$ cat src/slc_pkg.sv
// Shared types and constants for the source line classifier.
// No dependencies; imported by every module of the block.
package slc_pkg;

    localparam int COUNT_WIDTH_DEF = 32;
    localparam int QUEUE_DEPTH_DEF = 4;
    localparam int OUT_WIDTH       = 32;
    localparam int OUT_FIELDS      = 7;
    localparam int BYTE_WIDTH      = 8;

    // Item kinds carried on s_tuser
    localparam logic OP_BYTE = 1'b0;
    localparam logic OP_EOF  = 1'b1;

    // Characters the lexer reacts to
    localparam logic [BYTE_WIDTH-1:0] CH_QUOTE  = 8'h22;
    localparam logic [BYTE_WIDTH-1:0] CH_APOS   = 8'h27;
    localparam logic [BYTE_WIDTH-1:0] CH_SLASH  = 8'h2F;
    localparam logic [BYTE_WIDTH-1:0] CH_STAR   = 8'h2A;
    localparam logic [BYTE_WIDTH-1:0] CH_BSLASH = 8'h5C;
    localparam logic [BYTE_WIDTH-1:0] CH_NL     = 8'h0A;
    localparam logic [BYTE_WIDTH-1:0] CH_SPACE  = 8'h20;
    localparam logic [BYTE_WIDTH-1:0] CH_TAB    = 8'h09;
    localparam logic [BYTE_WIDTH-1:0] CH_VT     = 8'h0B;
    localparam logic [BYTE_WIDTH-1:0] CH_FF     = 8'h0C;
    localparam logic [BYTE_WIDTH-1:0] CH_CR     = 8'h0D;

    // Classification of a finished line
    typedef enum logic [1:0] {
        CLS_NONE    = 2'd0,
        CLS_BLANK   = 2'd1,
        CLS_CODE    = 2'd2,
        CLS_COMMENT = 2'd3
    } cls_t;

    // Event passed from the lexer to the counters
    typedef struct packed {
        logic eof;
        cls_t cls;
    } evt_t;

endpackage

$ cat src/slc_lexer.sv
// Front end: accepts source bytes and end-of-file items, tracks lexical mode.
// Emits one event per newline or end of file. Depends on slc_pkg.
module slc_lexer
    import slc_pkg::*;
(
    input  logic                  aclk,
    input  logic                  aresetn,
    input  logic                  in_valid,
    input  logic                  in_opcode,
    input  logic [BYTE_WIDTH-1:0] in_byte,
    output logic                  in_ready,
    output logic                  evt_valid,
    output evt_t                  evt,
    input  logic                  evt_ready
);

    typedef enum logic [1:0] {
        MODE_NORMAL = 2'd0,
        MODE_STRING = 2'd1,
        MODE_CHAR   = 2'd2,
        MODE_BLOCK  = 2'd3
    } mode_t;

    mode_t mode_reg, mode_next;
    logic  esc_reg, esc_next;
    logic  star_reg, star_next;
    logic  slash_reg, slash_next;
    logic  lcom_reg, lcom_next;
    logic  code_reg, code_next;
    logic  com_reg, com_next;
    logic  text_reg, text_next;

    logic  accept;
    logic  is_nl;
    logic  ws;
    cls_t  close_cls;

    function automatic logic is_ws(input logic [BYTE_WIDTH-1:0] c);
        return (c == CH_SPACE) || (c == CH_TAB) || (c == CH_NL) ||
               (c == CH_CR) || (c == CH_VT) || (c == CH_FF);
    endfunction

    assign in_ready  = evt_ready;
    assign accept    = in_valid && in_ready;
    assign is_nl     = (in_byte == CH_NL);
    assign ws        = is_ws(in_byte);
    assign evt_valid = accept && ((in_opcode == OP_EOF) || is_nl);

    // Class of the line being closed; a pending lone slash counts as code
    always_comb begin
        if (!text_reg) begin
            close_cls = CLS_BLANK;
        end else if (code_reg || slash_reg) begin
            close_cls = CLS_CODE;
        end else if (com_reg) begin
            close_cls = CLS_COMMENT;
        end else begin
            close_cls = CLS_NONE;
        end
    end

    assign evt.eof = (in_opcode == OP_EOF);
    assign evt.cls = close_cls;

    always_comb begin
        mode_next  = mode_reg;
        esc_next   = esc_reg;
        star_next  = star_reg;
        slash_next = slash_reg;
        lcom_next  = lcom_reg;
        code_next  = code_reg;
        com_next   = com_reg;
        text_next  = text_reg;
        if (accept) begin
            if (in_opcode == OP_EOF) begin
                // end of file: drop all line and mode state
                mode_next  = MODE_NORMAL;
                esc_next   = 1'b0;
                star_next  = 1'b0;
                slash_next = 1'b0;
                lcom_next  = 1'b0;
                code_next  = 1'b0;
                com_next   = 1'b0;
                text_next  = 1'b0;
            end else if (is_nl) begin
                // mode carries over; a line starting in a literal is code
                esc_next   = 1'b0;
                star_next  = 1'b0;
                slash_next = 1'b0;
                lcom_next  = 1'b0;
                text_next  = 1'b0;
                code_next  = (mode_reg == MODE_STRING) || (mode_reg == MODE_CHAR);
                com_next   = (mode_reg == MODE_BLOCK);
            end else begin
                if (!ws) begin
                    text_next = 1'b1;
                end
                unique case (mode_reg)
                    MODE_STRING, MODE_CHAR: begin
                        if (esc_reg) begin
                            esc_next = 1'b0;
                        end else if (in_byte == CH_BSLASH) begin
                            esc_next = 1'b1;
                        end else if ((mode_reg == MODE_STRING && in_byte == CH_QUOTE) ||
                                     (mode_reg == MODE_CHAR && in_byte == CH_APOS)) begin
                            mode_next = MODE_NORMAL;
                        end
                    end
                    MODE_BLOCK: begin
                        if (star_reg && in_byte == CH_SLASH) begin
                            mode_next = MODE_NORMAL;
                            star_next = 1'b0;
                        end else begin
                            star_next = (in_byte == CH_STAR);
                        end
                    end
                    MODE_NORMAL: begin
                        if (!lcom_reg) begin
                            if (slash_reg && in_byte == CH_STAR) begin
                                slash_next = 1'b0;
                                com_next   = 1'b1;
                                mode_next  = MODE_BLOCK;
                                star_next  = 1'b0;
                            end else if (slash_reg && in_byte == CH_SLASH) begin
                                slash_next = 1'b0;
                                com_next   = 1'b1;
                                lcom_next  = 1'b1;
                            end else begin
                                slash_next = 1'b0;
                                if (slash_reg) begin
                                    code_next = 1'b1;
                                end
                                priority if (in_byte == CH_QUOTE) begin
                                    code_next = 1'b1;
                                    mode_next = MODE_STRING;
                                    esc_next  = 1'b0;
                                end else if (in_byte == CH_APOS) begin
                                    code_next = 1'b1;
                                    mode_next = MODE_CHAR;
                                    esc_next  = 1'b0;
                                end else if (in_byte == CH_SLASH) begin
                                    slash_next = 1'b1;
                                end else if (!ws) begin
                                    code_next = 1'b1;
                                end
                            end
                        end
                    end
                    default: begin
                        mode_next = mode_reg;
                    end
                endcase
            end
        end
    end

    always_ff @(posedge aclk) begin
        if (!aresetn) begin
            mode_reg  <= MODE_NORMAL;
            esc_reg   <= 1'b0;
            star_reg  <= 1'b0;
            slash_reg <= 1'b0;
            lcom_reg  <= 1'b0;
            code_reg  <= 1'b0;
            com_reg   <= 1'b0;
            text_reg  <= 1'b0;
        end else begin
            mode_reg  <= mode_next;
            esc_reg   <= esc_next;
            star_reg  <= star_next;
            slash_reg <= slash_next;
            lcom_reg  <= lcom_next;
            code_reg  <= code_next;
            com_reg   <= com_next;
            text_reg  <= text_next;
        end
    end

endmodule

$ cat src/slc_queue.sv
// Short event queue between the lexer and the counters.
// Depends on slc_pkg for the event type.
module slc_queue
    import slc_pkg::*;
#(
    parameter int DEPTH = QUEUE_DEPTH_DEF
) (
    input  logic aclk,
    input  logic aresetn,
    input  logic push,
    input  evt_t push_evt,
    output logic not_full,
    output logic head_valid,
    output evt_t head_evt,
    input  logic pop
);

    localparam int PTR_W = (DEPTH > 1) ? $clog2(DEPTH) : 1;
    localparam int CNT_W = $clog2(DEPTH + 1);
    localparam logic [PTR_W-1:0] LAST_PTR = PTR_W'(DEPTH - 1);
    localparam logic [CNT_W-1:0] FULL_CNT = CNT_W'(DEPTH);

    evt_t             slot_reg [DEPTH];
    logic [PTR_W-1:0] wr_ptr_reg, wr_ptr_next;
    logic [PTR_W-1:0] rd_ptr_reg, rd_ptr_next;
    logic [CNT_W-1:0] count_reg, count_next;
    logic             do_push;
    logic             do_pop;

    assign not_full   = (count_reg != FULL_CNT);
    assign head_valid = (count_reg != '0);
    assign head_evt   = slot_reg[rd_ptr_reg];
    assign do_push    = push && not_full;
    assign do_pop     = pop && head_valid;

    always_comb begin
        wr_ptr_next = wr_ptr_reg;
        rd_ptr_next = rd_ptr_reg;
        count_next  = count_reg;
        if (do_push) begin
            wr_ptr_next = (wr_ptr_reg == LAST_PTR) ? '0 : wr_ptr_reg + PTR_W'(1);
        end
        if (do_pop) begin
            rd_ptr_next = (rd_ptr_reg == LAST_PTR) ? '0 : rd_ptr_reg + PTR_W'(1);
        end
        if (do_push && !do_pop) begin
            count_next = count_reg + CNT_W'(1);
        end else if (do_pop && !do_push) begin
            count_next = count_reg - CNT_W'(1);
        end
    end

    always_ff @(posedge aclk) begin
        if (!aresetn) begin
            wr_ptr_reg <= '0;
            rd_ptr_reg <= '0;
            count_reg  <= '0;
        end else begin
            wr_ptr_reg <= wr_ptr_next;
            rd_ptr_reg <= rd_ptr_next;
            count_reg  <= count_next;
        end
    end

    always_ff @(posedge aclk) begin
        if (do_push) begin
            slot_reg[wr_ptr_reg] <= push_evt;
        end
    end

    a_count_bound: assert property (@(posedge aclk) disable iff (!aresetn)
        count_reg <= FULL_CNT)
        else $error("queue count beyond depth");

endmodule

$ cat src/slc_counter.sv
// Back end: applies line events to saturating counters, emits totals at end
// of file through an output register. Depends on slc_pkg.
module slc_counter
    import slc_pkg::*;
#(
    parameter int COUNT_WIDTH = COUNT_WIDTH_DEF
) (
    input  logic                            aclk,
    input  logic                            aresetn,
    input  logic                            head_valid,
    input  evt_t                            head_evt,
    output logic                            pop,
    output logic                            out_valid,
    output logic [OUT_FIELDS*OUT_WIDTH-1:0] out_data,
    input  logic                            out_ready
);

    localparam logic [COUNT_WIDTH-1:0] CNT_MAX = '1;

    logic [COUNT_WIDTH-1:0] fcode_reg, fblank_reg, fcom_reg;
    logic [COUNT_WIDTH-1:0] tcode_reg, tblank_reg, tcom_reg;
    logic [COUNT_WIDTH-1:0] files_reg;
    logic [COUNT_WIDTH-1:0] fcode_next, fblank_next, fcom_next;
    logic [COUNT_WIDTH-1:0] tcode_next, tblank_next, tcom_next;
    logic [COUNT_WIDTH-1:0] files_next;
    logic                   out_valid_reg;
    logic [OUT_FIELDS*OUT_WIDTH-1:0] out_data_reg;
    logic                   out_free;
    logic                   pop_eof;

    function automatic logic [COUNT_WIDTH-1:0] sat_inc(input logic [COUNT_WIDTH-1:0] v,
                                                       input logic en);
        return (en && v != CNT_MAX) ? v + COUNT_WIDTH'(1) : v;
    endfunction

    // hold an end-of-file event while the previous result waits
    assign out_free  = !out_valid_reg || out_ready;
    assign pop       = head_valid && (!head_evt.eof || out_free);
    assign pop_eof   = pop && head_evt.eof;
    assign out_valid = out_valid_reg;
    assign out_data  = out_data_reg;

    always_comb begin
        fcode_next  = sat_inc(fcode_reg,  head_evt.cls == CLS_CODE);
        fblank_next = sat_inc(fblank_reg, head_evt.cls == CLS_BLANK);
        fcom_next   = sat_inc(fcom_reg,   head_evt.cls == CLS_COMMENT);
        tcode_next  = sat_inc(tcode_reg,  head_evt.cls == CLS_CODE);
        tblank_next = sat_inc(tblank_reg, head_evt.cls == CLS_BLANK);
        tcom_next   = sat_inc(tcom_reg,   head_evt.cls == CLS_COMMENT);
        files_next  = sat_inc(files_reg,  head_evt.eof);
    end

    always_ff @(posedge aclk) begin
        if (!aresetn) begin
            fcode_reg     <= '0;
            fblank_reg    <= '0;
            fcom_reg      <= '0;
            tcode_reg     <= '0;
            tblank_reg    <= '0;
            tcom_reg      <= '0;
            files_reg     <= '0;
            out_valid_reg <= 1'b0;
        end else begin
            if (pop) begin
                tcode_reg  <= tcode_next;
                tblank_reg <= tblank_next;
                tcom_reg   <= tcom_next;
                files_reg  <= files_next;
                if (head_evt.eof) begin
                    fcode_reg  <= '0;
                    fblank_reg <= '0;
                    fcom_reg   <= '0;
                end else begin
                    fcode_reg  <= fcode_next;
                    fblank_reg <= fblank_next;
                    fcom_reg   <= fcom_next;
                end
            end
            if (pop_eof) begin
                out_valid_reg <= 1'b1;
            end else if (out_ready) begin
                out_valid_reg <= 1'b0;
            end
        end
    end

    always_ff @(posedge aclk) begin
        if (pop_eof) begin
            out_data_reg <= {OUT_WIDTH'(files_next),
                             OUT_WIDTH'(tcom_next),
                             OUT_WIDTH'(tblank_next),
                             OUT_WIDTH'(tcode_next),
                             OUT_WIDTH'(fcom_next),
                             OUT_WIDTH'(fblank_next),
                             OUT_WIDTH'(fcode_next)};
        end
    end

    a_eof_shows: assert property (@(posedge aclk) disable iff (!aresetn)
        pop_eof |=> out_valid_reg)
        else $error("end of file popped without a result");

    a_files_nonzero: assert property (@(posedge aclk) disable iff (!aresetn)
        pop_eof |=> (files_reg != '0))
        else $error("file counter zero after end of file");

    a_totals_cover_file: assert property (@(posedge aclk) disable iff (!aresetn)
        (tcode_reg >= fcode_reg) && (tblank_reg >= fblank_reg) && (tcom_reg >= fcom_reg))
        else $error("running total below per-file count");

endmodule

$ cat src/source_line_classifier.sv
// Source line classifier: counts C source lines as code, blank or comment.
// An end-of-file item reaches m_tvalid through the event queue and output register.
// Throughput: one item per cycle unless s_tready drops; lexer mode loop is registered.
// s_tready drops only when the event queue fills, i.e. when results back up.
// Reset: synchronous, active low; clears mode, line flags, queue and all counters.
module source_line_classifier
    import slc_pkg::*;
#(
    parameter int COUNT_WIDTH = COUNT_WIDTH_DEF,
    parameter int QUEUE_DEPTH = QUEUE_DEPTH_DEF
) (
    input  logic                            aclk,
    input  logic                            aresetn,
    // input items
    input  logic                            s_tvalid,
    output logic                            s_tready,
    input  logic [BYTE_WIDTH-1:0]           s_tdata,  // [7:0] source_byte
    input  logic [0:0]                      s_tuser,  // [0] opcode
    // result items
    output logic                            m_tvalid,
    input  logic                            m_tready,
    // [31:0] file_code_lines, [63:32] file_blank_lines,
    // [95:64] file_comment_lines, [127:96] total_code_lines,
    // [159:128] total_blank_lines, [191:160] total_comment_lines,
    // [223:192] files_done
    output logic [OUT_FIELDS*OUT_WIDTH-1:0] m_tdata
);

    // Front: lexer turns bytes into line events (newline, end of file)
    logic evt_valid;
    evt_t evt;
    logic q_not_full;

    // Back: counters pull events from the queue head
    logic q_head_valid;
    evt_t q_head_evt;
    logic q_pop;

    slc_lexer u_lexer (
        .aclk      (aclk),
        .aresetn   (aresetn),
        .in_valid  (s_tvalid),
        .in_opcode (s_tuser[0]),
        .in_byte   (s_tdata),
        .in_ready  (s_tready),
        .evt_valid (evt_valid),
        .evt       (evt),
        .evt_ready (q_not_full)
    );

    // Decouple lexer from counters; a stalled result blocks bytes only on a full queue
    slc_queue #(
        .DEPTH (QUEUE_DEPTH)
    ) u_queue (
        .aclk       (aclk),
        .aresetn    (aresetn),
        .push       (evt_valid),
        .push_evt   (evt),
        .not_full   (q_not_full),
        .head_valid (q_head_valid),
        .head_evt   (q_head_evt),
        .pop        (q_pop)
    );

    // Saturating counters and the result register
    slc_counter #(
        .COUNT_WIDTH (COUNT_WIDTH)
    ) u_counter (
        .aclk       (aclk),
        .aresetn    (aresetn),
        .head_valid (q_head_valid),
        .head_evt   (q_head_evt),
        .pop        (q_pop),
        .out_valid  (m_tvalid),
        .out_data   (m_tdata),
        .out_ready  (m_tready)
    );

endmodule

$ cat config.mk
export PLATFORM = sky130hd
export DESIGN_NAME = source_line_classifier
export DESIGN_NICKNAME = d
export VERILOG_FILES = /design/src/slc_pkg.sv /design/src/slc_lexer.sv /design/src/slc_queue.sv /design/src/slc_counter.sv /design/src/source_line_classifier.sv
export SDC_FILE = /design/constraint.sdc
export NUM_CORES = 1
export LEC_CHECK = 0
export ABC_CLOCK_PERIOD_IN_PS = 12100
export BUFFER_PORTS_ARGS = -buffer_cell sky130_fd_sc_hd__buf_2
export CAP_MARGIN = 20
export CORE_MARGIN = 5
export CORE_UTILIZATION = 55
export CTS_CLUSTER_DIAMETER = 200
export DETAILED_ROUTE_END_ITERATION = 12
export GPL_ROUTABILITY_DRIVEN = 0
export PLACE_DENSITY = 0.75
export SLEW_MARGIN = 25
export SYNTH_ARGS = -nofsm -noshare
export SYNTH_HDL_FRONTEND = slang
export SYNTH_HIERARCHICAL = 1
export SYNTH_SLANG_ARGS = --single-unit
$ cat constraint.sdc
create_clock -name aclk -period 12.1 [get_ports aclk]
set_input_delay 0.605 -clock aclk [delete_from_list [all_inputs] [get_ports aclk]]
set_output_delay 0.605 -clock aclk [all_outputs]
set_load 0.1 [all_outputs]
-- Word-level counts from Yosys, hierarchy flattened
Memories as Yosys holds them, arrays and structs flattened. A register that Yosys moved wholly into a read port is not among the register bits.
Index checks and enable logic that the tools add are counted.
- $add $sub $neg: 11
- equal/unequal tests: 44
- muxes and demuxes: 86
- reduce and logical (&&, ||, !) cells: 52
- operators with widths (kind ; count):
    32-bit two-way mux ; 10
    32-bit by 1-bit adder with 32-bit output, second input constant ; 7
    32-bit != test, second input constant ; 7
    1-bit two-way mux ; 53
    8-bit by 4-bit == test with 1-bit output, second input constant ; 5
    8-bit by 6-bit == test with 1-bit output, second input constant ; 5
    2-bit two-way mux ; 18
    1-bit logical AND ; 20
    3-bit != test, second input constant ; 6
    2-bit == test, second input constant ; 6
    3-bit by 2-bit != test with 1-bit output, second input constant ; 4
    4-bit by 3-bit != test with 1-bit output, second input constant ; 3
    4-bit nonzero test ; 3
    1-bit logical OR ; 11
    5-bit by 2-bit != test with 1-bit output, second input constant ; 2
    9-bit AND reduction ; 1
    8-bit by 7-bit == test with 1-bit output, second input constant ; 1
    4-bit AND reduction ; 2
    3-bit two-way mux ; 2
    2-bit case mux with 3 select lines ; 1
    6-bit AND reduction ; 1
    3-bit nonzero test ; 2
    5-bit AND reduction ; 1
    2-bit by 1-bit adder with 2-bit output, second input constant ; 2
    13 further kinds ; 20
- flip-flop bits (word level): 465
- memory bits (writable): 12
- input port bits: 13
- memories: 1
- memory list (name ; depth ; width ; rd ports ; clocked after Yosys merged registers in ; write ports ; RTL line ; RTL):
    u_queue.slot_reg ; 4 ; 3 ; 1 ; 1 ; 1 ; slc_queue.sv:23 ; evt_t slot_reg [DEPTH];

-- Logic depth before layout (Yosys ltp)
Gate-level depths: netlist of the first run.
- word-level depth: 16
- depth in mapped cells: 13
- gate-level depth less buffers: 11

-- By module
The synthesis of the first run kept the hierarchy.
- by module, submodules not included (module ; times used ; cells an instance ; area an instance (um^2) ; sequential area each (um^2)):
    slc_counter ; 1 ; 2145 ; 21775.9 ; 11230.8
    slc_queue ; 1 ; 66 ; 913.4 ; 540.5
    slc_lexer ; 1 ; 123 ; 904.6 ; 180.2

-- Least setup slack after synthesis of the first run
OpenSTA, ideal clock, no wires.
- path kind: reg-to-reg
- from: reg u_counter.out_valid_reg (netlist: u_counter/out_valid)
- to: reg u_counter.files_reg[15]
- setup time: 0.076 ns
- data arrival time: 6.339 ns
- required time: 12.024 ns
- path slack: 5.685 ns
- stages on the path, launching flop included: 8
- clock period less this slack: 6.415 ns
- cells stage by stage: dfxtp_1 nand2b_1 nand3_1 inv_1 nand2b_1 clkbuf_1 or3_1 a21boi_0
- cells in the longest elaborated chain, start to end: 4
- RTL lines (element ; RTL line ; RTL):
    from (decl) ; slc_counter.sv:26 ; logic out_valid_reg;
    from (signal assigned) ; slc_counter.sv:62 ; out_valid_reg <= 1'b0;
    from (signal assigned) ; slc_counter.sv:80 ; out_valid_reg <= 1'b1;
    from (signal assigned) ; slc_counter.sv:82 ; out_valid_reg <= 1'b0;
    1-bit logical NOT ; slc_counter.sv:37 ; assign out_free = !out_valid_reg || out_ready;
    1-bit logical OR ; slc_counter.sv:37 ;
    1-bit logical OR ; slc_counter.sv:38 ; assign pop = head_valid && (!head_evt.eof || out_free);
    1-bit logical AND ; slc_counter.sv:38 ;
    to (signal assigned) ; slc_counter.sv:68 ; files_reg <= files_next;
    to (decl) ; slc_counter.sv:22 ; logic [COUNT_WIDTH-1:0] files_reg;
Every way passes these cells.
A chain may end at the register's enable or synchronous reset.

==> reports/qor.yml, run 1 <==
status: "completed"
die_x_um: 217
vdd_drop_max_mv: 0.211
yosysTopAreaCell: "edfxtp_1"
tns_ps: 0
dpl.hpwl_mm: 38.6
grt-ovfl-total: 0
p_leak_nw: 9.98
rows: 75
cts-hold-fix-buffers: 0
num_io_pins: 239
cp-endpoint: "u_counter/files_reg[3]"
drtIter0Drc: 1560
syn_to_final_growth_pct: 13.1
grt_pass1_wl_mm: 91.3
track_usage_pct: 23.4
yosys-top-cells-count: "243 x dfxtp_1, 242 x nand2_1, 236 x edfxtp_1"
drive_above_1_share_pct: 15.5
cp.arrival_ps: 4660
setup_viol: 0
largest_reg_flops: 224
vias: 18395
required_ps: 12620
clkTransAtPathRegs_ps: 60
synth.most_common_cell: "dfxtp_1"
multi_input_area_um2: 10900
min_path_type: "input port to register"
finalHoldViolCount: 0
clock_sinks: 479
drc: 0
fin_ws_ps: 7960
drtPass1Iterations: 6
synthArstFlopShare_pct: 0
cp_max_fo: 160
fillCellCount: 3364
ant_nets: 0
slew_headroom_pct: 32.9
worstSetupStartpointType: "register"
synth_cell_types: 96
post-route-util_pct: 63.2
post_cts_buffers: 0
fmax_mhz: 241
maxSlewViolCount: 0
r2r_cells: 7
grt_pass1_vias: 17433
min_period_ps: 4140
start_util_pct: 55.9
yosysWarningCount: 6
coreArea_um2: 42200
final_cell_count_no_fill: 3078
whs_path_depth: 3
cts-root-buf: "clkbuf_16"
timing.rr.end: "u_counter/files_reg[3]"
clockBufferDepth: 3
clock_latency_ps: 600
cts_resized: 0
synth_seq_cells: 479
r2r_setup_slack_ps: 7960
diodes: 0
cts_buffers: 50
tightest_slew_ps: 1000
period_share_pct: 34.2
wl_mm: 57.3
cap_violations: 0
vias_per_cell: 5.98
dieArea_um2: 47100
io_buffers: 238
die_h_um: 217
critical_path_class: "register to register"
syn_area_um2: 23600
rsz0062_at_grt: "false"
p_per_area_nw_per_um2: 221
ys_seq_area_share_pct: 50.7
dp_cells: 2983
wl_per_cell_um: 18.6
grt_max_degree: 161
place_ws_ps: 8040
synth.area.top_cells: "edfxtp_1 30%, dfxtp_1 21%, xnor2_1 7.0%"
antenna_found_initial: 0
htreeDepth: 2
synth.net_count: 2366
final_nets: 2529
clock_skew_ps: 25.9
yosys.area.top_type_share_pct: 30.0
synth-edff-count: 236
synthFlopType: "dfxtp_1"
cts_tree: "done"
synthCells: 2334
regArea_um2: 12000
avgSynthCellArea_um2: 10.1
timing.hold.ws_ps: 350
end_kind: "register"
## placed cells by master (no fill, tap or decap), drive strengths merged, types with 7 or more instances in the layout
master and instances:
nor4 37, a21boi 22, nand3 128, nand2b 25, edfxtp 236, xnor2 189, nand2 243, o21ai 82
a31oi 45, o211ai 8, nor3 76, inv 36, bufinv 7, nor4b 7, o31ai 33, or4 15
a22o 8, xor2 120, nor2b 10, a41oi 14, and4 23, nor2 116, clkbuf 58, or2 9
and2 115, a21oi 43, buf 249, or3 40, and3 58, a21o 11, o21a 10, ha 18
dfxtp 243, mux2i 13, nand4 91, clkinv 21
## worst min path at each step
stage	start	to	slack [ps]
floorplan	u_lexer/star_reg	u_lexer/star_reg	440
global placement	u_counter/fcom_reg[31]	u_counter/fcom_reg[31]	470
detailed placement	u_lexer/code_reg	u_lexer/code_reg	480
CTS	m_tready	u_counter/out_valid	310
global route	s_tuser	u_queue/slot_reg[2][2]	350
finish	m_tready	u_counter/out_valid	350
## per-layer routing
metal  routed length, um  track usage [%]  vias to the layer above
li1                    -                -                     8766
met1               24800             32.2                     8819
met2               27300             38.6                      695
met3                3830             4.06                      115
met4                1390             6.47                        0
met5                   0                0                        -
## logic make-up (layout without fill, tap and decap cells)
family | Yosys count | in the layout | synth area share (%)
AND/OR/NAND/NOR | 1010 | 1010 | 23.3
multiplexers | 18 | 18 | 0.933
flip-flops | 479 | 479 | 50.7
XOR/XNOR | 309 | 309 | 11.5
adder cells (fa/ha/maj) | 19 | 19 | 1.04
buffers and inverters | 171 | 376 | 3.05
AO/OA/AOI/OAI | 328 | 328 | 9.59
## cell type report
type,count,area share [%]
Clock buffer,58,4.88
Clock inverter,36,1.51
Inverter,33,0.511
Multi-Input combinational cell,1684,41.0
Sequential cell,479,44.8
Tap cell,539,2.53
Timing Repair Buffer,249,4.78
## through the flow
stage | power [mW] | area, um2
global placement | 4.32 | 25000
detailed placement | 4.34 | 25000
floorplan | 3.99 | 23600
finish | 5.90 | 26700
CTS | 5.94 | 26700
global route | 6.10 | 26700
## critical path, stage by stage, from the launching register on
cell and delay [ps]:
dfxtp_1 350, mux4_2 570, nand3_1 630, inv_12 750, buf_4 790, nand2_1 120, or3_1 330, a21boi_0 190
## where the power goes
part | internal [mW] | total [mW] | switching (mW)
sequential | 2.01 | 2.10 | 0.0912
clock | 0.929 | 1.59 | 0.662
combinational | 0.251 | 2.21 | 1.96
Note: power is estimated with default switching activity, not from simulation.
==> inputs of run 2 (changes only) <==
- ABC_AREA: not set -> 1
- ABC_CLOCK_PERIOD_IN_PS: 12100 -> 4300
- clock period: 12.1 -> 4.3 ns (I/O delays scaled with it)
==> reports/qor.yml, run 2 <==
final_common_cell: "nand2_1"
finalHoldViolCount: 0  # unchanged
whs_path_depth: 3  # unchanged
maxSlewViolCount: 0  # unchanged
synth-edff-count: 236  # unchanged
synth_seq_cells: 479  # unchanged
synth_cell_types: 44  # -54%
slowest_delay_ps: 550  # -240 ps
drc: 0  # unchanged
fin_area_um2: 29600  # +11%
cpLargestDelayFamily: "buffers and inverters"
grt_max_degree: 180  # +12%
post-route-util_pct: 62.2  # -0.99 points
clock_latency_ps: 580  # -20 ps
synth.net_count: 3696  # +56%
die_x_um: 229  # +5.6%
period_share_pct: 66.2  # +32 points
clock_skew_ps: 20.3  # -5.56 ps
wl_per_cell_um: 14.7  # -21%
diodes: 0  # unchanged
crit_buf_inv: 3  # +1
drtPass1Iterations: 6  # unchanged
start_util_pct: 55.5  # -0.41 points
vias: 23562  # +28%
fmax_mhz: 351  # +45%
cts-root-buf: "clkbuf_16"
final_nets: 3893  # +54%
cts_tree: "done"
htreeDepth: 2  # unchanged
rows: 80  # +6.7%
die_h_um: 229  # +5.6%
min_path_type: "input port to register"
track_usage_pct: 24.3  # +0.93 points
num_io_pins: 239  # unchanged
largest_reg_flops: 224  # unchanged
hp-start: "aresetn"
synthFlopType: "dfxtp_1"
slew_headroom_pct: 38.2  # +5.3 points
final_cell_mix: "1,259 x nand2_1, 424 x nor2_1, 372 x inv_1"
antenna_found_initial: 0  # unchanged
drive_above_1_share_pct: 12.6  # -3.0 points
status: "completed"
io_buffers: 238  # unchanged
yosysWarningCount: 6  # unchanged
ys_seq_area_share_pct: 45.2  # -5.4 points
critical_path_class: "register to register"
tightest_slew_ps: 927  # -72.3 ps
grt_pass1_vias: 21838  # +25%
avgSynthCellArea_um2: 7.21  # -29%
cap_violations: 0  # unchanged
crit_chain: "inv_2 -> nor2_1 -> o22ai_1 -> nand2_1 -> inv_2 -> nand2_4 -> inv_2 -> nand2_1 -> nand2_1"
coreArea_um2: 47600  # +13%
yosys-top-cells-count: "1,261 x nand2_1, 425 x nor2_1, 374 x inv_1"
rsz0062_at_grt: "false"
whs_endpoint: "u_counter/fcode_reg[25]"
place_area_um2: 27900  # +12%
synth.most_common_cell: "nand2_1"
worstSetupStartpointType: "register"
cp_max_fo: 29  # -82%
crit_path_top_delay_cell: "inv_2"
r2r_setup_slack_ps: 1450  # -6510 ps
yosys.area.top_type_share_pct: 26.8  # -3.2 points
synth.area.top_cells: "edfxtp_1 27%, dfxtp_1 18%, nand2_1 18%"
yosysTopAreaCell: "edfxtp_1"
dpl.hpwl_mm: 46.2  # +20%
clock_sinks: 479  # unchanged
post_cts_buffers: 0  # unchanged
ant_nets: 0  # unchanged
dieArea_um2: 52500  # +11%
grt-ovfl-total: 0  # unchanged
end_kind: "register"
synthCells: 3664  # +57%
timing.rr.end: "u_counter/out_data[160]"
wl_mm: 66.5  # +16%
syn_to_final_growth_pct: 12.1
cts_buffers: 52  # +4.0%
clockBufferDepth: 3  # unchanged
min_period_ps: 2850  # -1290 ps
r2r_cells: 9  # +2
tns_ps: 0  # unchanged
grt_pass1_wl_mm: 108  # +18%
setup_viol: 0  # unchanged
clkTransAtPathRegs_ps: 60  # about the same
drtIter0Drc: 1821  # +17%
synthArstFlopShare_pct: 0  # unchanged
required_ps: 4740  # -7880 ps
cp.arrival_ps: 3280  # -1380 ps
syn_area_um2: 26400  # +12%
vias_per_cell: 5.22  # -13%
[run 2: cell count changes after synthesis, sizes merged, moves of 47 or more]
| cell | previous run | this run |
|---|---|---|
| o21ai | 82 | 35 |
| nand2 | 243 | 1347 |
| nand3 | 128 | 345 |
| inv | 33 | 393 |
| xnor2 | 189 | 25 |
| and2 | 115 | 59 |
| and3 | 58 | 7 |
| xor2 | 120 | 67 |
| nor2 | 116 | 459 |
| a21oi | 43 | 199 |
[run 2: metrics by stage]
step	hold WS, ps	worst slack [ps]	instances
after floorplan	312	-871	3664
after global placement	476	1500	4420
after detailed placement	483	1510	4420
after CTS	81.6	1480	4517
after global routing	114	1180	4518
final	111	1450	4518
[run 2: how the worst max path moves through the flow]
stage | end | from | slack, ps | cells after the start
2_1_floorplan | u_counter/out_data[0] | register | -870 | 11
3_3_place_gp | u_counter/out_data[133] | register | 1500 | 10
3_5_place_dp | u_counter/out_data[129] | register | 1510 | 10
4_1_cts | u_counter/out_data[160] | register | 1480 | 9
5_1_grt | u_counter/tcom_reg[18] | register | 1180 | 10
6_report | u_counter/out_data[160] | register | 1450 | 9
[run 2: layout make-up]
cell class                      instances  area, um2
Fill cell                            4435      18000
Multi-Input combinational cell       2678      12300
Sequential cell                       479      12000
Inverter                              394       1500
Clock buffer                           74       1470
Timing Repair Buffer                  256       1420
Tap cell                              615        769
Clock inverter                         22        180
[run 2: kinds of logic (layout without fill, tap and decap cells)]
kind of cell               count (synthesis)  after routing  share of synthesized area [%]
and+or+nand+nor                         2319           2319                           37.7
buffers and inverters                    507            746                           8.19
DFF                                      479            479                           45.2
AOI/OAI and AO/OA                        248            248                           4.88
xor gates and xnor gates                  92             92                           3.05
adders and majority gates                 19             19                          0.928
[run 2: per-layer routing]
metal | global-route usage (%) | up-vias | routed length, um
met1 | 32.4 | 10754 | 29700
met3 | 3.78 | 103 | 3800
li1 | - | 12058 | -
met5 | 0 | - | 0
met4 | 7.55 | 0 | 1710
met2 | 41.1 | 647 | 31300
[run 2: worst register-to-register path: cells and delay by family (launching register included)]
kind            cells  cell delay, ps
flops               1             350
buf+inv             3            1080
simple gates        5            1010
compound gates      1             280
[run 2: repair_timing]
item,in CTS,in global routing
endpoints found under the hold margin,4,0
resized for setup,0,0
hold buffers,1,0
Power of run 2 is left out: the tool's default activity adds up to more than one toggle a clock period on the data nets, which glitch-free logic cannot reach.
==> inputs of run 3 (changes only) <==
- ABC_CLOCK_PERIOD_IN_PS: 4300 -> 2300
- PLACE_DENSITY: 0.75 -> 0.78
- clock period: 4.3 -> 2.3 ns (I/O delays scaled with it)
==> reports/qor.yml, run 3 (synthesized netlist as in run 2, its figures left out) <==
status: "completed"
clkTransAtPathRegs_ps: 60  # about the same
diodes: 0  # unchanged
slew_headroom_pct: 35.8  # -2.4 points
start_util_pct: 55.5  # unchanged
cpLargestDelayFamily: "simple AND/OR/NAND/NOR gates"
clockBufferDepth: 3  # unchanged
min_period_ps: 2160  # -683 ps
io_buffers: 238  # unchanged
end_kind: "register"
rsz0062_at_grt: "true"
fin_area_um2: 30600  # +3.1%
slowest_delay_ps: 430  # -120 ps
cts-root-buf: "clkbuf_16"
clock_latency_ps: 600  # +20 ps
grt_pass1_vias: 21798  # -0.18%
worstSetupStartpointType: "register"
antenna_found_initial: 0  # unchanged
fin_ws_ps: 136  # -1320 ps
fmax_mhz: 462  # +32%
finalHoldViolCount: 0  # unchanged
largest_reg_flops: 224  # unchanged
die_h_um: 229  # unchanged
post-route-util_pct: 64.1  # +2.0 points
critical_path_class: "register to register"
grt_max_degree: 174  # -3.3%
r2r_setup_slack_ps: 140  # -1320 ps
place_area_um2: 28700  # +2.5%
num_io_pins: 239  # unchanged
crit_chain: "ha_4 -> nand3_1 -> nor2_1 -> nand3_1 -> nor3_1 -> nand3_1 -> and2_1"
die_x_um: 229  # unchanged
place_ws_ps: -64.6  # -1580 ps
dieArea_um2: 52500  # unchanged
dp_cells: 4492  # +1.6%
clock_sinks: 479  # unchanged
grt-ovfl-total: 0  # unchanged
cp.arrival_ps: 2490  # -790 ps
crit_buf_inv: 0  # -3
setup_viol: 0  # unchanged
final_cell_count_no_fill: 4594  # +1.7%
cts_buffers: 51  # -1.9%
period_share_pct: 94.1  # +28 points
drive_above_1_share_pct: 14.7  # +2.1 points
cap_violations: 0  # unchanged
required_ps: 2630  # -2110 ps
critPathMostFrequentCell: "nand3_1"
vias_per_cell: 5.24  # +0.56%
final_cell_mix: "1,258 x nand2_1, 417 x nor2_1, 372 x inv_1"
syn_to_final_growth_pct: 15.6
drc: 0  # unchanged
cp_max_fo: 5  # -83%
coreArea_um2: 47600  # unchanged
crit_path_top_delay_cell: "dfxtp_1"
maxSlewViolCount: 0  # unchanged
clock_skew_ps: 24.1  # +3.74 ps
ant_nets: 0  # unchanged
drtIter0Drc: 1968  # +8.1%
final_nets: 3969  # +2.0%
dpl.hpwl_mm: 47.4  # +2.7%
final_common_cell: "nand2_1"
fillCellCount: 4233  # -4.6%
grt_pass1_wl_mm: 109  # +1.4%
track_usage_pct: 24.6  # +0.32 points
vias: 24093  # +2.3%
tightest_slew_ps: 963  # +36.1 ps
cts_tree: "done"
drtPass1Iterations: 6  # unchanged
wl_mm: 67.5  # +1.6%
rows: 80  # unchanged
htreeDepth: 2  # unchanged
wl_per_cell_um: 14.7  # about the same
min_path_type: "input port to register"
run 3: changes by cell type in the layout (fill, tap and decap cells not counted), sizes merged:
| cell | change |
|---|---|
| bufinv | +3 |
| clkinv | +4 |
| inv | +3 |
| clkbuf | -9 |
| clkinvlp | -1 |
| buf | +72 |
| dlygate4sd3 | +4 |
run 3: cell type report:
| type | instances | area [um2] | area share [%] |
|---|---|---|---|
| multi-input combinational | 2678 | 12500 | 40.8 |
| sequential | 479 | 12000 | 39.1 |
| timing repair buffer | 333 | 2190 | 7.16 |
| inverter | 394 | 1500 | 4.91 |
| clock buffer | 64 | 1400 | 4.58 |
| tap | 615 | 769 | 2.52 |
| clock inverter | 31 | 289 | 0.946 |
run 3: per-layer routing:
| metal | vias to the layer above | share of wire, % | global-route usage (%) |
|---|---|---|---|
| li1 | 12213 | - | - |
| met4 | 0 | 2.2 | 6.73 |
| met3 | 100 | 5.8 | 3.33 |
| met1 | 11049 | 46 | 34.8 |
| met2 | 731 | 46 | 40.2 |
| met5 | - | 0 | 0 |
run 3: worst paths after layout:
check	cells past startpoint	end	startpoint
worst max-delay path	7	u_counter/out_data[86]	u_counter/fcom_reg[0]
worst min-delay path	3	u_counter/fcode_reg[18]	aresetn
worst max register to register	7	u_counter/out_data[86]	u_counter/fcom_reg[0]
worst min register to register	2	u_lexer/text_reg	u_lexer/text_reg
run 3: worst min-delay path, stage by stage:
cell	delay (ps)
buf_2	130
inv_6	170
a21oi_1	180
run 3: per-stage QoR:
stage,hold WS [ps],TNS (ps)
5_1_grt,49.6,-212
3_5_place_dp,422,-118
4_1_cts,10.7,0
2_1_floorplan,212,-643590
3_3_place_gp,430,-42.7
6_report,50.8,0
run 3: repair_timing:
action / CTS / global route
endpoints found under the hold margin: 6 / 0
pin swaps: 0 / 4
setup buffers: 0 / 1
gates cloned: 0 / 1
resized for setup: 1 / 31
hold buffers: 5 / 0
endpoints found under the setup margin: 17 / 325
Power of run 3 is left out for the same reason.
